<file path="config.mk">
export PLATFORM = sky130hd
export DESIGN_NAME = idi_cell
export DESIGN_NICKNAME = d
export VERILOG_FILES = /design/src/idi_pkg.sv /design/src/idi_cell.sv
export SDC_FILE = /design/constraint.sdc
export NUM_CORES = 1
export LEC_CHECK = 0
export BUFFER_PORTS_ARGS = -buffer_cell sky130_fd_sc_hd__buf_2
export CORE_AREA = 2 2 102 104
export CTS_CLUSTER_SIZE = 28
export DETAILED_ROUTE_END_ITERATION = 8
export DIE_AREA = 0 0 104 106
export GPL_ROUTABILITY_DRIVEN = 0
export PLACE_DENSITY = 0.86
export SLEW_MARGIN = 30
export SYNTH_ARGS = -nofsm -noshare
export SYNTH_HDL_FRONTEND = slang
export SYNTH_SLANG_ARGS = --single-unit
</file>
<file path="constraint.sdc">
create_clock -name clk -period 2.1 [get_ports clk]
set_input_delay 0.42 -clock clk [delete_from_list [all_inputs] [get_ports clk]]
set_output_delay 0.42 -clock clk [all_outputs]
set_load 0.005 [all_outputs]
</file>
<file path="src/idi_pkg.sv">
`timescale 1ns / 1ps
// ----------------------------------------------------------------------------
// idi_pkg
// Shared constants and types of the inclusion dependency intersector.
// ----------------------------------------------------------------------------
package idi_pkg;

	localparam int MAX_CCS = 64;
	localparam int MASK_W  = 64;
	localparam int IDX_W   = 6;
	localparam int CC_W    = 7;

	localparam logic [CC_W-1:0] CC_RESET = CC_W'(64);

	localparam logic CMD_GROUP = 1'b0;
	localparam logic CMD_FINAL = 1'b1;

	typedef logic [MASK_W-1:0] mask_t;

	// Control that the sequencer broadcasts to every cell.
	typedef struct packed {
		logic upd;
		logic shift;
		logic clr;
	} cell_ctrl_t;

endpackage

</file>
<file path="src/idi_cell.sv">
`timescale 1ns / 1ps
// ----------------------------------------------------------------------------
// idi_cell
// One candidate row: intersects with group beats and shifts toward cell zero.
// ----------------------------------------------------------------------------
module idi_cell (
	input  logic                clk,
	input  logic                arst_n,
	input  idi_pkg::cell_ctrl_t ctrl,
	input  idi_pkg::mask_t      grp,
	input  logic                hit,
	input  idi_pkg::mask_t      self_mask,
	input  idi_pkg::mask_t      nxt_row,
	input  logic                nxt_seen,
	output idi_pkg::mask_t      row,
	output logic                seen
);

	idi_pkg::mask_t row_q;
	logic           seen_q;

	always_ff @(posedge clk or negedge arst_n) begin
		if (!arst_n) begin
			seen_q <= 1'b0;
		end else if (ctrl.clr) begin
			seen_q <= 1'b0;
		end else if (ctrl.shift) begin
			seen_q <= nxt_seen;
		end else if (ctrl.upd && hit) begin
			seen_q <= 1'b1;
		end
	end

	// The row itself carries no reset; the seen bit decides whether it is read.
	always_ff @(posedge clk) begin
		if (ctrl.shift) begin
			row_q <= nxt_row;
		end else if (ctrl.upd && hit) begin
			row_q <= seen_q ? (row_q & grp) : (grp & ~self_mask);
		end
	end

	assign row  = row_q;
	assign seen = seen_q;

endmodule

</file>
Yosys cells after proc, flatten, opt, wreduce, memory -nomap -nowiden
Index checks and enable logic that the tools add are counted.

cells by class
  multiplexer cells = 6
  bitwise operators = 3
  reductions and logical operators = 3

operators by type and width
  kind                number
  64-bit two-way mux  3
  64-bit AND          2
  64-bit NOT          1
  1-bit two-way mux   3
  3-bit nonzero test  1
  2-bit nonzero test  1
  1-bit logical AND   1

storage, ports and cells
  bits in registers = 65
  input port bits = 199
  output and inout bits = 65
  logic and storage cells = 14

Longest topological paths before layout
Gate-level depths: netlist of the first run.

  depth in word-level cells = 5
  depth in mapped cells = 5
  mapped depth without buffers = 2

Least setup slack after synthesis of the first run
OpenSTA, ideal clock, no wires.

  path kind = input port to flip-flop
  start = input ctrl[1] (netlist name)
  end = register row_q[0] (netlist: row[0]) (enable)
  library setup time = 0.421 ns
  arrival = 2.131 ns
  required time = 1.679 ns
  setup slack = -0.451 ns
  stages on the path = 3
  buffers on the path = 2
  cells stage by stage = clkbuf_1 -> buf_2 -> a21o_1

between the ends
  longest elaborated chain between the ends = 1

RTL lines
  what                                 RTL line        RTL
  from (decl)                          idi_cell.sv:9   input idi_pkg::cell_ctrl_t ctrl,
  2-bit nonzero test (no source line)  --
  to (signal assigned)                 idi_cell.sv:37  row_q <= nxt_row;
  to (signal assigned)                 idi_cell.sv:39  row_q <= seen_q ? (row_q & grp) : (grp & ~self_mask);
  to (decl)                            idi_cell.sv:19  idi_pkg::mask_t row_q;

No other way between the ends.
A chain may end at the register's enable or synchronous reset.

Final worst setup path of the first run
  start = register seen_q (netlist: seen)
  end = output seen

RTL lines
  what                    RTL line        RTL
  from (decl)             idi_cell.sv:20  logic seen_q;
  from (signal assigned)  idi_cell.sv:28  seen_q <= nxt_seen;
  to (decl)               idi_cell.sv:16  output logic seen

No word-level cell between the ends.

==> summary.md, run 1 <==
| Metric | Value |
|---|---|
| Post-detail-place hpwl | `9160 um` |
| H-tree depth | `3` |
| Total grt overflow | `0` |
| Final WL | `11700 um` |
| Slew headroom | `0.731` |
| CP Launch Type | `flop` |
| Core outline area | `10000 um^2` |
| Antenna cells | `0` |
| Power Density | `547 nW/um^2` |
| Setup bufs post-CTS | `0` |
| Final setup fails | `0` |
| Final Worst Setup Slack | `0.338 ns` |
| Die ar. | `11000 um^2` |
| Crit-path max FO | `43` |
| Cell Int Power | `2390 uW` |
| Rows | `37` |
| Area leader, netlist | `edfxtp_1` |
| Cell variety after synth | `14` |
| Tot GR Track Use | `0.209` |
| Switching power of the nets | `894 uW` |
| Fin nets | `871` |
| Final min period | `1.76 ns` |
| Num CTS Buffers | `9` |
| Fillers | `863` |
| Die height | `106 um` |
| Layout area overhead | `37.0%` |
| I/O Buffers | `263` |
| Clock share of power | `0.254` |
| Seq. cell area | `1950 um^2` |
| Multi-input logic area | `2040 um^2` |
| DRC marker count from the first detailed-route iteration | `180` |
| FF+latch count, synth | `65` |
| HP Class | `input pin to flop` |
| Avg Cell Area, Syn | `10.5 um^2` |
| Drt drc | `0` |
| Sequential share of power | `0.502` |
| Clock transition at the registers of the reported paths | `0.06 ns` |
| Antenna-violating nets left | `0` |
| Post-synth top area share | `0.438` |
| Final Cycle Share | `0.839` |
| Worst slew pin tran | `0.398 ns` |
| Clock Sinks | `65` |
| Vias per cell | `4.88` |
| Max-Cap Viols | `0` |
| Combinational power share | `0.245` |
| Critical Path Sink Type | `primary output` |
| Routed via count | `3951` |
| Post_cts resized | `0` |
| Leakage | `0.00305 uW` |
| Vias in the first global route | `4024` |
| RSZ-0062 raised after global routing | `no` |
| Final TNS setup | `0 ns` |
| CTS tree | `yes` |
| Worst vdd ir | `0.243 mV` |
| Clock Root Buffer | `clkbuf_8` |
| Outcome | `finished, final reports clean` |
| Pin count of the biggest net entering global routing | `58` |
| Longest Clk Path Bufs | `2` |
| Pins Over Slew Limit | `0` |
| Setup CP Type | `flop to primary output` |
| Ranking of synthesized cells by area | `edfxtp_1 44%, o41ai_2 20%, nor2b_1 18%, inv_1 5.5%, nand2_1 5.5%` |
| Hold Fails Final Rpt | `0` |
| Switching fraction of total power | `0.272` |
| First-pass DRT Iterations | `4` |
| CP arrival | `1.34 ns` |
| Syn Inst Count | `418` |
| Worst-skew pair later-pin latency | `0.33 ns` |
| Req. time, crit path | `1.68 ns` |
| WL per Instance | `14.5 um` |
| Clock skew | `0.0103 ns` |
| Place WS | `0.513 ns` |
| Initial antenna violation count | `0` |
| Chip width | `104 um` |
| Post-Syn Area | `4380 um^2` |
| Sequential area share after synthesis | `0.444` |
| Peak Freq | `567 MHz` |
| # IOs | `264` |
| Net count after synthesis | `617` |
| First-pass GRT wire length | `18600 um` |
| Layout cell share with drive strength beyond 1 | `0.500` |
| Initial Utilization | `0.438` |
| Ys Warns | `0` |
==> power groups by stage <==
stage / sequential, uW / clock (uW) / combinational, uW
after detailed placement: 1670 / 0 / 809
after global routing: 1660 / 901 / 880
final: 1650 / 833 / 803
after global placement: 1670 / 0 / 778
after CTS: 1650 / 853 / 813
after floorplan: 1670 / 0 / 424
==> timing repair <==
| item | CTS | global route |
|---|---|---|
| hold buffers | 1 | 0 |
| setup endpoints to repair | 0 | 0 |
| hold endpoints to repair | 1 | 0 |
==> sequential cells by signal (all words and copies together), names as in the netlist <==
signal / flops
row: 64
seen: 1
==> cell type report <==
cell class,count,share of cell area
timing repair buffer,272,0.244
clock inverter,3,0.00188
inverter,64,0.0400
clock buffer,10,0.0212
multi-input combinational,260,0.340
sequential,65,0.325
tap,136,0.0283
==> routing by layer <==
metal  global-route usage  up-vias  part of all wire
met3               0.0411       20             0.061
met2                0.388      174              0.52
li1                     -     1930                 -
met4               0.0869        0             0.019
met5                    0        -                 0
met1                0.233     1827              0.40
==> critical path: stages, from the launching register on <==
cell and delay [ns]:
dfrtp_4 0.62, buf_12 0.24, buf_2 0.15
==> final timing paths <==
| kind | cells after the start | end | from | slack (ns) |
|---|---|---|---|---|
| setup reg to reg | 3 | row[63]$_DFFE_PP_ | seen$_DFFE_PN0P_ | 0.47 |
| min in group asynchronous | 2 | seen$_DFFE_PN0P_ | arst_n | 0.42 |
| hold reg to reg | 2 | row[37]$_DFFE_PP_ | row[37]$_DFFE_PP_ | 0.74 |
| hold / removal | 2 | seen$_DFFE_PN0P_ | ctrl[0] | 0.28 |
| setup / recovery | 2 | seen | seen$_DFFE_PN0P_ | 0.34 |
| max in group asynchronous | 2 | seen$_DFFE_PN0P_ | arst_n | 1.58 |
==> logic make-up after synthesis <==
family,Yosys count,share of synthesized area
AOI/OAI and AO/OA,66,0.225
and+or+nand+nor,194,0.240
DFF,65,0.444
buffers and inverters,93,0.0905
==> layout by cell type (no fill, tap or decap) <==
cell	instances
buf_2	262
nor2b_1	129
inv_1	64
nand2_1	64
edfxtp_1	64
o41ai_2	55
o41ai_1	9
clkbuf_8	9
buf_12	6
clkinv_1	3
buf_4	3
a21o_2	1
a211oi_1	1
nor3_1	1
clkbuf_1	1
dlygate4sd3_1	1
dfrtp_4	1
==> synthesized netlist by cell type <==
library cell  number
nand2_1           64
clkbuf_1          13
nor3_1             1
nor2b_1          129
o41ai_2           55
a21o_1             1
dfrtp_1            1
buf_6              4
edfxtp_1          64
buf_4              1
o41ai_1            9
buf_2             11
a211oi_1           1
inv_1             64
==> stage by stage <==
stage | power [uW] | utilization | std cells | hold WS, ns | instance area (um^2)
global placement | 2450 | 0.586 | 796 | 0.199 | 5860
floorplan | 2090 | - | 418 | 0.124 | 4390
finish | 3280 | 0.601 | 810 | 0.281 | 6010
global route | 3440 | 0.601 | 810 | 0.273 | 6010
CTS | 3320 | 0.601 | 810 | 0.260 | 6010
detailed placement | 2480 | 0.586 | 796 | 0.197 | 5860
Power figures use the tool's default switching activity.
==> inputs of run 2 (changes only) <==
CORE_AREA = not set   (was 2 2 102 104)
CORE_UTILIZATION = 40   (was not set)
DIE_AREA = not set   (was 0 0 104 106)
PLACE_DENSITY = 0.82   (was 0.86)
clock period = 1.62 ns   (was 2.1 ns; I/O delays follow)
==> summary.md, run 2 (synthesized netlist as in run 1, its figures left out) <==
| Metric | Value |
|---|---|
| Vias in the first global route | `4216 (+4.8%)` |
| Antenna cells | `0 (unchanged)` |
| Stages on the worst setup path | `2 (unchanged)` |
| Met3 wire len | `782 um (+8.8%)` |
| Placed Area | `5890 um^2 (+0.53%)` |
| Critical Path Sink Type | `primary output` |
| Setup CP Type | `flop to primary output` |
| First-pass DRT Iterations | `4 (unchanged)` |
| Hold depth | `2 (unchanged)` |
| CP arrival | `1.21 ns (-0.13 ns)` |
| Final min period | `1.53 ns` |
| Initial antenna violation count | `0 (unchanged)` |
| RSZ-0062 raised after global routing | `no` |
| Cells on worst reg2reg path | `3 (unchanged)` |
| R2R Path End | `row[4]$_DFFE_PP_` |
| Combinational power share | `0.248 (+0.003)` |
| Switching fraction of total power | `0.275 (+0.00230)` |
| First-pass GRT wire length | `18400 um (-0.64%)` |
| Clock share of power | `0.259 (+0.005)` |
| CTS tree | `yes` |
| # IOs | `264 (unchanged)` |
| Fillers | `890 (+3.1%)` |
| Max reg flops | `64 (unchanged)` |
| Commonest non-fill, non-tap cells in the layout | `262 x buf_2, 129 x nor2b_1, 64 x inv_1, 64 x nand2_1, 64 x edfxtp_1` |
| Final setup fails | `0 (unchanged)` |
| Initial Utilization | `0.419 (-0.0194)` |
| Final TNS setup | `0 ns (unchanged)` |
| Routed via count | `4013 (+1.6%)` |
| Clock transition at the registers of the reported paths | `0.06 ns (about the same)` |
| Switching power of the nets | `1180 uW (+32%)` |
| Tot GR Track Use | `0.204 (-0.00445)` |
| Die ar. | `11400 um^2 (+3.3%)` |
| Final instance area | `6060 um^2 (+0.96%)` |
| Critical path cell sequence | `buf_4 -> buf_2` |
| Cell Int Power | `3130 uW (+31%)` |
| Sequential share of power | `0.494 (-0.008)` |
| Most common cell after layout, fill and taps aside | `buf_2` |
| Drt drc | `0 (unchanged)` |
| Min-delay src | `ctrl[0]` |
| Post-detail-place hpwl | `9150 um (-0.21%)` |
| Outcome | `finished, final reports clean` |
| WL met2 | `6150 um (+0.69%)` |
| Worst r2r src | `seen$_DFFE_PN0P_` |
| Pin count of the biggest net entering global routing | `54 (-6.9%)` |
| Max-Cap Viols | `0 (unchanged)` |
| Peak Freq | `653 MHz` |
| Worst vdd ir | `0.333 mV (+37%)` |
| Hold Fails Final Rpt | `0 (unchanged)` |
| Pins Over Slew Limit | `0 (unchanged)` |
| Core outline area | `10500 um^2 (+4.6%)` |
| Clock skew | `0.0104 ns (+0.000103 ns)` |
| Layout cell share with drive strength beyond 1 | `0.507 (+0.00661)` |
| Worst hold endpoint | `seen$_DFFE_PN0P_` |
| Slew headroom | `0.769 (+0.0373)` |
| Leakage | `0.00308 uW (+1.2%)` |
| Worst slew pin tran | `0.343 ns (-0.0552 ns)` |
| HP Class | `input pin to flop` |
| Final WL | `11800 um (+0.74%)` |
| I/O Buffers | `263 (unchanged)` |
| Num CTS Buffers | `9 (unchanged)` |
| Vias per cell | `4.91 (+0.70%)` |
| Crit path largest cell delay | `0.55 ns (-0.07 ns)` |
| WL per Instance | `14.5 um (-0.12%)` |
| Final Cycle Share | `0.946` |
| Die height | `107 um (+0.65%)` |
| Slowest cell on crit path | `dfrtp_4` |
| Worst path bufs/invs | `2 (unchanged)` |
| Multi-input logic area | `2060 um^2 (+1.0%)` |
| Seq. cell area | `1950 um^2 (unchanged)` |
| Crit-path max FO | `12 (-72%)` |
| DRT met1 WL | `4670 um (-0.47%)` |
| Rows | `37 (unchanged)` |
| Longest Clk Path Bufs | `2 (unchanged)` |
| Max layer used | `met4` |
| Worst-skew pair later-pin latency | `0.34 ns (about the same)` |
| DRC marker count from the first detailed-route iteration | `230 (+28%)` |
| Total grt overflow | `0 (unchanged)` |
| Clock Root Buffer | `clkbuf_8` |
| H-tree depth | `3 (unchanged)` |
| Req. time, crit path | `1.30 ns (-0.38 ns)` |
| Layout area overhead | `38.3%` |
| Chip width | `107 um (+2.6%)` |
| Fin nets | `877 (+0.69%)` |
| Power Density | `711 nW/um^2 (+30%)` |
| CP top delay family | `flip-flops` |
| CP Launch Type | `flop` |
| Clock Sinks | `65 (unchanged)` |
| Reg2reg setup slack | `0.16 ns (-0.31 ns)` |
| Antenna-violating nets left | `0 (unchanged)` |
## run 2: cell types whose count changed in the layout (fill, tap and decap cells not counted), moves of 2 or more
cell      delta
clkbuf_1     +2
o41ai_1      -2
o41ai_2      +2
buf_4        +7
## run 2: cell type report
type,count,area share
Clock buffer,12,0.0223
Clock inverter,2,0.00124
Inverter,64,0.0396
Multi-Input combinational cell,260,0.340
Sequential cell,65,0.322
Tap cell,136,0.0281
Timing Repair Buffer,278,0.247
## run 2: worst register-to-register path, stage by stage, from the launching register on
cell and delay (ns):
dfrtp_4 0.55, buf_4 0.20, nor2b_1 0.14, o41ai_1 0.36
## run 2: power groups by stage
stage	sequential, uW	combinational [uW]	clock [uW]
2_1_floorplan	2160	551	0
3_3_place_gp	2160	1030	0
3_5_place_dp	2160	1060	0
4_1_cts	2130	1070	1160
5_1_grt	2140	1170	1200
6_report	2130	1070	1110
## run 2: layer usage
| layer | vias to the layer above | GRT usage |
|---|---|---|
| met5 | - | 0 |
| met4 | 0 | 0.109 |
| met3 | 21 | 0.0413 |
| met2 | 181 | 0.370 |
| met1 | 1868 | 0.223 |
| li1 | 1943 | - |
## run 2: worst max-delay path by stage
stage | from | endpoint | slack, ns
floorplan | ctrl[1] | row[0]$_DFFE_PP_ | 0.05
global placement | seen$_DFFE_PN0P_ | row[7]$_DFFE_PP_ | 0.24
detailed placement | seen$_DFFE_PN0P_ | row[4]$_DFFE_PP_ | 0.08
CTS | seen$_DFFE_PN0P_ | seen | 0.03
global route | seen$_DFFE_PN0P_ | seen | 0.03
finish | seen$_DFFE_PN0P_ | seen | 0.09
## run 2: stage by stage
stage               hold WS [ns]  std cells  setup slack, ns  utilization  total power [uW]
global route               0.150        817           0.0336        0.580              4520
floorplan                 0.0284        418           0.0527            -              2710
CTS                        0.139        816           0.0259        0.577              4360
finish                     0.157        817           0.0877        0.580              4310
detailed placement         0.111        801           0.0848        0.563              3230
global placement           0.106        801            0.239        0.563              3180
## run 2: timing repair
item,CTS,global route
hold buffers,1,0
setup buffers,0,1
gates resized for setup,0,2
setup endpoints to repair,0,3
hold endpoints to repair,1,0
==> inputs of run 3 (changes only) <==
PLACE_DENSITY = 0.75   (was 0.82)
==> summary.md, run 3 (synthesized netlist as in run 1, its figures left out) <==
| Metric | Value |
|---|---|
| Vias in the first global route | `3960 (-6.1%)` |
| Layout area overhead | `38.6%` |
| First-pass GRT wire length | `18300 um (-0.67%)` |
| Clock skew | `0.0109 ns (+0.000502 ns)` |
| Switching power of the nets | `1220 uW (+3.2%)` |
| Critical Path Sink Type | `primary output` |
| Cts hold-fix bufs | `1 (unchanged)` |
| Worst slew pin tran | `0.451 ns (+0.109 ns)` |
| Core outline area | `10500 um^2 (unchanged)` |
| Final Cycle Share | `0.940 (-0.00552)` |
| Drt drc | `0 (unchanged)` |
| Final setup fails | `0 (unchanged)` |
| Antenna cells | `0 (unchanged)` |
| Die height | `107 um (unchanged)` |
| Power Density | `742 nW/um^2 (+4.5%)` |
| Reg2reg setup slack | `0.13 ns (-0.03 ns)` |
| Final instance area | `6080 um^2 (+0.23%)` |
| HP Class | `input pin to flop` |
| Initial Utilization | `0.419 (unchanged)` |
| RSZ-0062 raised after global routing | `no` |
| Final WL | `11700 um (-0.79%)` |
| Setup bufs post-CTS | `0 (unchanged)` |
| WL per Instance | `14.3 um (-0.91%)` |
| Outcome | `finished, final reports clean` |
| Final TNS setup | `0 ns (unchanged)` |
| Max-Cap Viols | `0 (unchanged)` |
| # IOs | `264 (unchanged)` |
| Num CTS Buffers | `9 (unchanged)` |
| Post-detail-place hpwl | `8930 um (-2.4%)` |
| Commonest non-fill, non-tap cells in the layout | `262 x buf_2, 129 x nor2b_1, 64 x inv_1, 64 x nand2_1, 64 x edfxtp_1` |
| Fillers | `931 (+4.6%)` |
| Clock transition at the registers of the reported paths | `0.06 ns (about the same)` |
| Routed via count | `4016 (+0.075%)` |
| Longest Clk Path Bufs | `2 (unchanged)` |
| Peak Freq | `656 MHz (+0.59%)` |
| Hold Fails Final Rpt | `0 (unchanged)` |
| CTS tree | `yes` |
| Clock Sinks | `65 (unchanged)` |
| First-pass DRT Iterations | `5 (+1)` |
| Vias per cell | `4.91 (about the same)` |
| I/O Buffers | `263 (unchanged)` |
| Setup CP Type | `flop to primary output` |
| Post_cts resized | `0 (unchanged)` |
| CP Launch Type | `flop` |
| Total grt overflow | `0 (unchanged)` |
| Worst vdd ir | `0.433 mV (+30%)` |
| Clock Root Buffer | `clkbuf_8` |
| Antenna-violating nets left | `0 (unchanged)` |
| Most common cell after layout, fill and taps aside | `buf_2` |
| Fin nets | `876 (-0.11%)` |
| Req. time, crit path | `1.30 ns (about the same)` |
| Clock share of power | `0.296 (+0.037)` |
| Initial antenna violation count | `0 (unchanged)` |
| Leakage | `0.00309 uW (+0.20%)` |
| Placed Area | `5890 um^2 (unchanged)` |
| Rows | `37 (unchanged)` |
| Sequential share of power | `0.469 (-0.025)` |
| Max reg flops | `64 (unchanged)` |
| Final min period | `1.52 ns (-0.00894 ns)` |
| Tot GR Track Use | `0.203 (-0.00123)` |
| Pin count of the biggest net entering global routing | `78 (+44%)` |
| Die ar. | `11400 um^2 (unchanged)` |
| Slew headroom | `0.699 (-0.0695)` |
| Combinational power share | `0.235 (-0.013)` |
| H-tree depth | `3 (unchanged)` |
| Chip width | `107 um (unchanged)` |
| Worst-skew pair later-pin latency | `0.34 ns (about the same)` |
| Crit-path max FO | `77 (+65)` |
| DRC marker count from the first detailed-route iteration | `216 (-6.1%)` |
| CP arrival | `1.20 ns (about the same)` |
| Post-layout util | `0.581 (+0.00132)` |
| Switching fraction of total power | `0.271 (-0.00379)` |
| Cell Int Power | `3290 uW (+5.2%)` |
| Pins Over Slew Limit | `0 (unchanged)` |
| Layout cell share with drive strength beyond 1 | `0.506 (-0.000743)` |
==> run 3: changes by cell type in the layout (fill, tap and decap cells not counted), sizes merged <==
cell	before	now
buf	277	276
bufinv	0	1
clkinv	2	3
==> run 3: layout make-up <==
cell class	count	area, um^2	share of cell area
multi-input combinational	260	2050	0.337
clock inverter	4	43.8	0.00721
timing repair buffer	277	1490	0.245
clock buffer	12	135	0.0222
tap	136	170	0.0280
sequential	65	1950	0.321
inverter	64	240	0.0395
==> run 3: metal layers <==
metal  wire [um]  track usage  vias to the layer above
met5           0            0                        -
met4         315       0.0988                        0
met3         853       0.0444                       27
met2        5910        0.357                      179
met1        4660        0.232                     1865
li1            -            -                     1945
==> run 3: critical path, cell delays in order, from the launching register on <==
cell	delay, ns
dfrtp_4	0.42
buf_12	0.25
buf_2	0.17
==> run 3: metrics by stage <==
| stage | setup WS, ns | total power, uW | std cells | hold WS (ns) |
|---|---|---|---|---|
| floorplan | 0.0527 | 2710 | 418 | 0.0284 |
| global placement | 0.222 | 3180 | 801 | 0.100 |
| detailed placement | 0.158 | 3220 | 801 | 0.106 |
| CTS | 0.0684 | 4560 | 818 | 0.128 |
| global route | 0.0102 | 4740 | 818 | 0.135 |
| finish | 0.0966 | 4510 | 818 | 0.144 |
==> run 3: final timing paths <==
| check | startpoint | depth (start not counted) | to |
|---|---|---|---|
| worst max-delay path | seen$_DFFE_PN0P_ | 2 | seen |
| worst max register to register | seen$_DFFE_PN0P_ | 3 | row[38]$_DFFE_PP_ |
| worst min-delay path | ctrl[0] | 2 | seen$_DFFE_PN0P_ |
| worst min register to register | row[4]$_DFFE_PP_ | 2 | row[4]$_DFFE_PP_ |
| min in group asynchronous | arst_n | 2 | seen$_DFFE_PN0P_ |
| max in group asynchronous | arst_n | 2 | seen$_DFFE_PN0P_ |
==> run 3: power by group through the flow <==
| stage | Sequential (uW) | Combinational (uW) | Clock (uW) |
|---|---|---|---|
| 4_1_cts | 2120 | 1070 | 1370 |
| 3_3_place_gp | 2150 | 1030 | 0 |
| 2_1_floorplan | 2160 | 551 | 0 |
| 6_report | 2120 | 1060 | 1340 |
| 3_5_place_dp | 2150 | 1070 | 0 |
| 5_1_grt | 2140 | 1160 | 1440 |
